**config.mk**
```make
export PLATFORM = sky130hd
export DESIGN_NAME = hsv_to_rgb_converter_core
export DESIGN_NICKNAME = d
export VERILOG_FILES = /design/src/hw/rtl/hrc_pkg.sv /design/src/hw/rtl/hrc_pipe.sv /design/src/hw/rtl/hsv_to_rgb_converter_core.sv
export SDC_FILE = /design/constraint.sdc
export NUM_CORES = 2
export LEC_CHECK = 0
export BUFFER_PORTS_ARGS = -buffer_cell sky130_fd_sc_hd__buf_2
export CORE_MARGIN = 4
export CORE_UTILIZATION = 40
export DETAILED_ROUTE_END_ITERATION = 7
export HOLD_SLACK_MARGIN = 0.1
export SLEW_MARGIN = 40
export SYNTH_ARGS = -nofsm -noshare
export SYNTH_HDL_FRONTEND = slang
export SYNTH_HIERARCHICAL = 1
export SYNTH_SLANG_ARGS = --single-unit
export TNS_END_PERCENT = 20
```
**constraint.sdc**
```tcl
create_clock -name clk_i -period 7.95 [get_ports clk_i]
set_input_delay 0 -clock clk_i [delete_from_list [all_inputs] [get_ports clk_i]]
set_output_delay 0 -clock clk_i [all_outputs]
set_load 0.05 [all_outputs]
```
**src/hw/rtl/hrc_pkg.sv**
```systemverilog
// Shared types and constants for the HSV to RGB converter.
// Used by the arithmetic pipeline, the top level and the port checker.
`timescale 1ns / 1ps

package hrc_pkg;

  // Hue geometry and level scale
  localparam int unsigned HUE_W        = 9;
  localparam int unsigned LVL_W        = 8;
  localparam int unsigned REM_W        = 6;
  localparam int unsigned HUE_SECTOR   = 60;
  localparam int unsigned HUE_FULL     = 360;
  localparam int unsigned LEVEL_MAX    = 255;
  localparam int unsigned SECTOR_SCALE = HUE_SECTOR * LEVEL_MAX;  // 15300

  // Product widths
  localparam int unsigned PROD_W = 14;  // s * rem, s * (60 - rem): up to 15300
  localparam int unsigned PNUM_W = 16;  // v * (255 - s)
  localparam int unsigned QNUM_W = 22;  // v * (15300 - prod)

  // Reciprocal multipliers for the constant divides (estimate low by at most one)
  localparam int unsigned Q_RECIP = (1 << QNUM_W) / SECTOR_SCALE;  // 274
  localparam int unsigned P_RECIP = 257;
  localparam int unsigned Q_EST_W = QNUM_W + 9;
  localparam int unsigned P_EST_W = PNUM_W + 9;

  // Stream widths
  localparam int unsigned S_TDATA_W = 32;
  localparam int unsigned M_TDATA_W = 24;

  // Hue sector, sixty degrees each
  typedef enum logic [2:0] {
    SEC_RY = 3'd0,
    SEC_YG = 3'd1,
    SEC_GC = 3'd2,
    SEC_CB = 3'd3,
    SEC_BM = 3'd4,
    SEC_MR = 3'd5
  } sector_e;

  // Channel candidates handed from the pipeline to the output stage
  typedef struct packed {
    sector_e           sec;
    logic [LVL_W-1:0]  v;
    logic [LVL_W-1:0]  p;
    logic [LVL_W-1:0]  q;
    logic [LVL_W-1:0]  t;
  } hrc_chan_t;

endpackage

```
**src/hw/rtl/hrc_pipe.sv**
```systemverilog
// Five-stage arithmetic pipeline of the HSV to RGB converter: sector split,
// products, scaled numerators, reciprocal estimates and remainder correction.
// Depends on hrc_pkg.
`timescale 1ns / 1ps

module hrc_pipe (
  input  logic                      clk_i,
  input  logic                      rst_ni,
  input  logic                      en_i,
  input  logic                      in_valid_i,
  input  logic [hrc_pkg::HUE_W-1:0] in_hue_i,
  input  logic [hrc_pkg::LVL_W-1:0] in_sat_i,
  input  logic [hrc_pkg::LVL_W-1:0] in_val_i,
  output logic                      out_valid_o,
  output hrc_pkg::hrc_chan_t        out_chan_o
);
  import hrc_pkg::*;

  // Stage registers
  logic                   vld1_q, vld2_q, vld3_q, vld4_q, vld5_q;
  sector_e                sec1_q, sec2_q, sec3_q, sec4_q;
  logic [REM_W-1:0]       rem1_q;
  logic [LVL_W-1:0]       s1_q;
  logic [LVL_W-1:0]       v1_q, v2_q, v3_q, v4_q;
  logic [PROD_W-1:0]      prq2_q, prt2_q;
  logic [PNUM_W-1:0]      pn2_q, pn3_q, pn4_q;
  logic [QNUM_W-1:0]      qn3_q, tn3_q, qn4_q, tn4_q;
  logic [LVL_W-1:0]       pe4_q, qe4_q, te4_q;
  hrc_chan_t              chan5_q;

  // Stage 1 combinational: wrap hue and split into sector and remainder
  logic [HUE_W-1:0] hue_w;
  logic [HUE_W-1:0] rem_full;
  sector_e          sec_d;

  always_comb begin
    hue_w = (in_hue_i >= HUE_W'(HUE_FULL)) ? in_hue_i - HUE_W'(HUE_FULL) : in_hue_i;
    if (hue_w < HUE_W'(HUE_SECTOR)) begin
      sec_d    = SEC_RY;
      rem_full = hue_w;
    end else if (hue_w < HUE_W'(2 * HUE_SECTOR)) begin
      sec_d    = SEC_YG;
      rem_full = hue_w - HUE_W'(HUE_SECTOR);
    end else if (hue_w < HUE_W'(3 * HUE_SECTOR)) begin
      sec_d    = SEC_GC;
      rem_full = hue_w - HUE_W'(2 * HUE_SECTOR);
    end else if (hue_w < HUE_W'(4 * HUE_SECTOR)) begin
      sec_d    = SEC_CB;
      rem_full = hue_w - HUE_W'(3 * HUE_SECTOR);
    end else if (hue_w < HUE_W'(5 * HUE_SECTOR)) begin
      sec_d    = SEC_BM;
      rem_full = hue_w - HUE_W'(4 * HUE_SECTOR);
    end else begin
      sec_d    = SEC_MR;
      rem_full = hue_w - HUE_W'(5 * HUE_SECTOR);
    end
  end

  // Stage 4 combinational: reciprocal estimates of the constant divides
  logic [Q_EST_W-1:0] qe_full, te_full;
  logic [P_EST_W-1:0] pe_full;

  always_comb begin
    qe_full = Q_EST_W'(qn3_q) * Q_EST_W'(Q_RECIP);
    te_full = Q_EST_W'(tn3_q) * Q_EST_W'(Q_RECIP);
    pe_full = P_EST_W'(pn3_q) * P_EST_W'(P_RECIP);
  end

  // Stage 5 combinational: correct each estimate by one remainder compare
  logic [QNUM_W-1:0] qr, tr;
  logic [PNUM_W-1:0] pr;
  logic [LVL_W:0]    qc, tc, pc;
  hrc_chan_t         chan5_d;

  always_comb begin
    qr = qn4_q - QNUM_W'(qe4_q) * QNUM_W'(SECTOR_SCALE);
    tr = tn4_q - QNUM_W'(te4_q) * QNUM_W'(SECTOR_SCALE);
    pr = pn4_q - PNUM_W'(pe4_q) * PNUM_W'(LEVEL_MAX);
    qc = {1'b0, qe4_q} + ((qr >= QNUM_W'(SECTOR_SCALE)) ? 9'd1 : 9'd0);
    tc = {1'b0, te4_q} + ((tr >= QNUM_W'(SECTOR_SCALE)) ? 9'd1 : 9'd0);
    pc = {1'b0, pe4_q} + ((pr >= PNUM_W'(LEVEL_MAX)) ? 9'd1 : 9'd0);
    chan5_d.sec = sec4_q;
    chan5_d.v   = v4_q;
    // Saturate to the level range
    chan5_d.q   = qc[LVL_W] ? LVL_W'(LEVEL_MAX) : qc[LVL_W-1:0];
    chan5_d.t   = tc[LVL_W] ? LVL_W'(LEVEL_MAX) : tc[LVL_W-1:0];
    chan5_d.p   = pc[LVL_W] ? LVL_W'(LEVEL_MAX) : pc[LVL_W-1:0];
  end

  // Advance valid bits with the data
  always_ff @(posedge clk_i or negedge rst_ni) begin
    if (!rst_ni) begin
      vld1_q <= 1'b0;
      vld2_q <= 1'b0;
      vld3_q <= 1'b0;
      vld4_q <= 1'b0;
      vld5_q <= 1'b0;
    end else if (en_i) begin
      vld1_q <= in_valid_i;
      vld2_q <= vld1_q;
      vld3_q <= vld2_q;
      vld4_q <= vld3_q;
      vld5_q <= vld4_q;
    end
  end

  // Advance the payload; hold everything while the output is stalled
  always_ff @(posedge clk_i) begin
    if (en_i) begin
      // stage 1
      sec1_q <= sec_d;
      rem1_q <= rem_full[REM_W-1:0];
      s1_q   <= in_sat_i;
      v1_q   <= in_val_i;
      // stage 2: products of saturation
      sec2_q <= sec1_q;
      v2_q   <= v1_q;
      prq2_q <= PROD_W'(s1_q) * PROD_W'(rem1_q);
      prt2_q <= PROD_W'(s1_q) * (PROD_W'(HUE_SECTOR) - PROD_W'(rem1_q));
      pn2_q  <= PNUM_W'(v1_q) * (PNUM_W'(LEVEL_MAX) - PNUM_W'(s1_q));
      // stage 3: scaled numerators
      sec3_q <= sec2_q;
      v3_q   <= v2_q;
      pn3_q  <= pn2_q;
      qn3_q  <= QNUM_W'(v2_q) * (QNUM_W'(SECTOR_SCALE) - QNUM_W'(prq2_q));
      tn3_q  <= QNUM_W'(v2_q) * (QNUM_W'(SECTOR_SCALE) - QNUM_W'(prt2_q));
      // stage 4: quotient estimates
      sec4_q <= sec3_q;
      v4_q   <= v3_q;
      pn4_q  <= pn3_q;
      qn4_q  <= qn3_q;
      tn4_q  <= tn3_q;
      qe4_q  <= qe_full[QNUM_W +: LVL_W];
      te4_q  <= te_full[QNUM_W +: LVL_W];
      pe4_q  <= pe_full[PNUM_W +: LVL_W];
      // stage 5: corrected quotients
      chan5_q <= chan5_d;
    end
  end

  assign out_valid_o = vld5_q;
  assign out_chan_o  = chan5_q;

endmodule

```
**src/hw/rtl/hsv_to_rgb_converter_core.sv**
```systemverilog
// Top level of the HSV to RGB converter: stream ports, pipeline and output stage.
// Depends on hrc_pkg and hrc_pipe.
`timescale 1ns / 1ps

// Converts one hue/saturation/value request per clock, unless the master side
// stalls, into 8-bit red, green and blue. Throughput is one request per cycle
// while no result waits on the master side. The request passes six register
// stages, the first of which captures it at the accepting edge: the five
// arithmetic stages (sector split, saturation products, scaled numerators,
// reciprocal estimates, remainder correction) and the channel-select output
// register. All stages share one enable, so a stalled master freezes the whole
// pipeline and s_axis_tready follows m_axis_tready whenever the output holds a
// result. Hues of 360 and above wrap by subtracting 360. No reset sweep and no
// configuration: the block is ready as soon as reset is released.
module hsv_to_rgb_converter_core (
  input  logic                          clk_i,
  input  logic                          rst_ni,
  input  logic                          s_axis_tvalid,
  output logic                          s_axis_tready,
  // [8:0] hue, [16:9] saturation, [24:17] brightness, [31:25] zero
  input  logic [hrc_pkg::S_TDATA_W-1:0] s_axis_tdata,
  output logic                          m_axis_tvalid,
  input  logic                          m_axis_tready,
  // [7:0] red, [15:8] green, [23:16] blue
  output logic [hrc_pkg::M_TDATA_W-1:0] m_axis_tdata
);
  import hrc_pkg::*;

  logic      en;
  logic      pipe_vld;
  hrc_chan_t pipe_chan;
  logic      out_vld_q;
  logic [LVL_W-1:0] red_d, green_d, blue_d;
  logic [LVL_W-1:0] red_q, green_q, blue_q;

  // Advance the whole pipeline unless a result waits on the master side
  assign en            = !(out_vld_q && !m_axis_tready);
  assign s_axis_tready = en;

  hrc_pipe u_pipe (
    .clk_i       (clk_i),
    .rst_ni      (rst_ni),
    .en_i        (en),
    .in_valid_i  (s_axis_tvalid),
    .in_hue_i    (s_axis_tdata[HUE_W-1:0]),
    .in_sat_i    (s_axis_tdata[HUE_W +: LVL_W]),
    .in_val_i    (s_axis_tdata[HUE_W+LVL_W +: LVL_W]),
    .out_valid_o (pipe_vld),
    .out_chan_o  (pipe_chan)
  );

  // Route v, p, q, t to the channels by sector
  always_comb begin
    case (pipe_chan.sec)
      SEC_RY: begin
        red_d = pipe_chan.v; green_d = pipe_chan.t; blue_d = pipe_chan.p;
      end
      SEC_YG: begin
        red_d = pipe_chan.q; green_d = pipe_chan.v; blue_d = pipe_chan.p;
      end
      SEC_GC: begin
        red_d = pipe_chan.p; green_d = pipe_chan.v; blue_d = pipe_chan.t;
      end
      SEC_CB: begin
        red_d = pipe_chan.p; green_d = pipe_chan.q; blue_d = pipe_chan.v;
      end
      SEC_BM: begin
        red_d = pipe_chan.t; green_d = pipe_chan.p; blue_d = pipe_chan.v;
      end
      default: begin
        red_d = pipe_chan.v; green_d = pipe_chan.p; blue_d = pipe_chan.q;
      end
    endcase
  end

  // Output valid
  always_ff @(posedge clk_i or negedge rst_ni) begin
    if (!rst_ni) begin
      out_vld_q <= 1'b0;
    end else if (en) begin
      out_vld_q <= pipe_vld;
    end
  end

  // Output payload; hold while stalled
  always_ff @(posedge clk_i) begin
    if (en) begin
      red_q   <= red_d;
      green_q <= green_d;
      blue_q  <= blue_d;
    end
  end

  assign m_axis_tvalid = out_vld_q;
  assign m_axis_tdata  = {blue_q, green_q, red_q};

endmodule

```
==> flow_summary.ini <==
[floorplanning]
initial_core_util_pct = 40.23
core_mm2 = 0.08987
die_area_mm2 = 0.09526
rows = 110
ios = 62
die_w_um = 308.6
fp.dieH_um = 308.6

[yosys]
synth_nets = 4515
synth_top_area_share_pct = 24.83
synth_edf_count = 299
synth_cells = 3555
yosysTopAreaCell = edfxtp_1
synth_ff_type = edfxtp_1
ys_warn_count = 6
synth.cell_area_mm2 = 0.03615
synth_seq_cells = 305
async_reset_ff_share_pct = 1.967
synthTopCellsByArea = edfxtp_1 25%, fa_1 22%, ha_1 18%, inv_1 8.0%, xnor2_1 3.3%
avgSynthCellArea_um2 = 10.17
seq_area_frac_synth_pct = 25.25
synth_cell_type_count = 84

[routing]
drt_iter0_markers = 999
post_drt_via_cell_ratio = 4.880
final_antenna_net_count = 0
wire_per_inst_um = 14.78
drtPass1Iterations = 5
dr_total_vias = 23600
route.detailed.drc = 0
routed_wl_mm = 71.46

[worst_setup_path]
cpPeakStageDelay_ns = 0.58
required_ns = 8.25
end_kind = flip-flop
timing.critical_path.mode_cell = ha_1
slowest_stage = fa_1
worstPathArrival_ns = 7.63
worstSetupPathType = reg -> reg
start_kind = flip-flop
cp_max_fo = 9
path_cells = inv_1 > fa_1 > xnor2_1 > ha_1 > fa_1 > fa_1 > ha_1 > a21o_1 > a31o_2 > a41o_1 > o41ai_1 > xor2_1 > ha_1 > nand3_1 > o31a_1 > o31a_1 > nor4_1 > nand4b_1 > ha_1 > and3_1 > and3_1 > nand2_1 > nand2_1

[cells_and_area]
final_area_mm2 = 0.03933
drive_gt1_share_pct = 4.945
n_fill_cell = 8596
layout.cells.most_common = inv_1
nNetsFinal = 4593
antennaDiodeCount = 0
final_cell_mix = 767 x inv_1, 528 x ha_1, 396 x fa_1
synthToLayoutAreaGrowth_pct = 8.787

[timing]
slew_viol_final = 0
tightest_slew_ns = 0.8569
relSlewSlack_pct = 42.46
finalSetupViolations = 0
hold_violations = 0
rsz0062_at_grt = false
fin_tns_setup_ns = 0
clock.fmax_mhz = 136.3
skew_ns = 0.02202
min_period_ns = 7.337
fin_crit_sh_pct = 92.29

[clock_network]
clkSinkCount = 305
cts.path.max_buffers = 3
cts_inserted_buffers = 38
htree_levels = 2
cts_tree = done
ctsRootBufferMaster = clkbuf_16
insertion_delay_ns = 0.55
clk_pin_slew_ns = 0.06

[grt]
gr-total-overflow = 0
grt_max_degree = 156
grt_pass1_wl_mm = 121.9
grt_pass1_vias = 24340
grt_antenna_before_repair = 0
grt_usage_pct = 15.55

[place]
placedInstanceArea_mm2 = 0.03780
dp_hpwl_mm = 56.94
portBuffers = 54
gp_congestion = 0.8400

[run]
drv_cap = 0

[hold_path]
min_path_type = in -> reg

[status]
status = finished clean
worst max-delay path: cells and delay by family (launching register included):
family / cells / cell delay (ns)
fa+ha+maj: 7 / 2.97
compound gates: 6 / 1.57
simple gates: 7 / 1.43
flops: 1 / 0.53
xor+xnor: 2 / 0.38
buf+inv: 1 / 0.18
worst paths after layout:
| kind | cells past startpoint | start | slack [ns] | end |
|---|---|---|---|---|
| setup / recovery | 23 | u_pipe/te4_q[5] | 0.61 | u_pipe/out_chan_o[7] |
| hold / removal | 2 | s_axis_tdata[20] | 0.15 | u_pipe/v1_q[3] |
| setup reg to reg | 23 | u_pipe/te4_q[5] | 0.61 | u_pipe/out_chan_o[7] |
| hold reg to reg | 0 | u_pipe/pn2_q[15] | 0.42 | u_pipe/pn3_q[15] |
| max in group asynchronous | 3 | rst_ni | 7.37 | m_axis_tvalid |
| min in group asynchronous | 3 | rst_ni | 0.37 | u_pipe/vld1_q |
state kept, by name (all words and copies together), names as in the netlist, 13 cells and up:
signal and flops:
u_pipe/prt2_q 13, u_pipe/tn3_q 21, u_pipe/pn2_q 16, u_pipe/out_chan_o 35, u_pipe/qn3_q 22, u_pipe/tn4_q 20
u_pipe/prq2_q 14, u_pipe/qn4_q 20, u_pipe/pn3_q 16, u_pipe/pn4_q 16
per-stage QoR:
stage,setup slack (ns),hold slack [ns],util (%),std cells
after floorplan,1.442,-0.2956,-,3555
after global placement,0.7773,-0.1719,42.03,4740
after detailed placement,0.6122,-0.1711,42.06,4741
after CTS,0.5709,0.1123,43.71,4834
after global routing,0.09436,0.1419,43.76,4836
final,0.6133,0.1533,43.76,4836
layer usage:
layer | GRT usage, % | wire [µm] | share of wire (%)
met1 | 21.85 | 34890 | 49
met3 | 1.527 | 1962 | 2.7
met5 | 0 | 0 | 0
met4 | 3.270 | 1206 | 1.7
met2 | 26.30 | 33400 | 47
area by class of cell:
class | instances | area, µm² | share of cell area (%)
multi-input cells | 2416 | 23870 | 60.68
well taps | 1176 | 1471 | 3.741
flip-flops and latches | 305 | 9129 | 23.21
clock buffers | 42 | 987.2 | 2.510
inverters | 769 | 2887 | 7.339
repair buffers | 103 | 752.0 | 1.912
clock inverters | 25 | 239.0 | 0.6076
kinds of logic after synthesis:
group	Yosys count	synth area share, %
buffers and inverters	834	8.787
xor gates and xnor gates	194	4.721
DFF	305	25.25
and+or+nand+nor	801	11.59
AOI/OAI and AO/OA	477	8.815
adders and majority gates	924	40.20
muxes	20	0.6333
synth_stat cells (all sizes together), types with 15 or more instances:
cell type    n
clkbuf      51
a21oi      119
o211ai      15
o21ai       94
inv        767
nand2b      64
o221ai      15
a21o        42
nor3        31
xor2        58
and2       179
o21bai      23
nor2b       76
xnor2      136
or3         23
a31oi       16
ha         528
nor2        94
and3        17
o21a        29
nand2      230
edfxtp     299
fa         396
nand3       33
what timing repair did:
action / in CTS / in global routing
buffers inserted: 0 / 0
hold buffers: 26 / 0
gates resized for setup: 0 / 0
endpoints found under the hold margin: 52 / 0
Power is left out: the tool's default activity adds up to more than one toggle a clock period on the data nets, which glitch-free logic cannot reach.
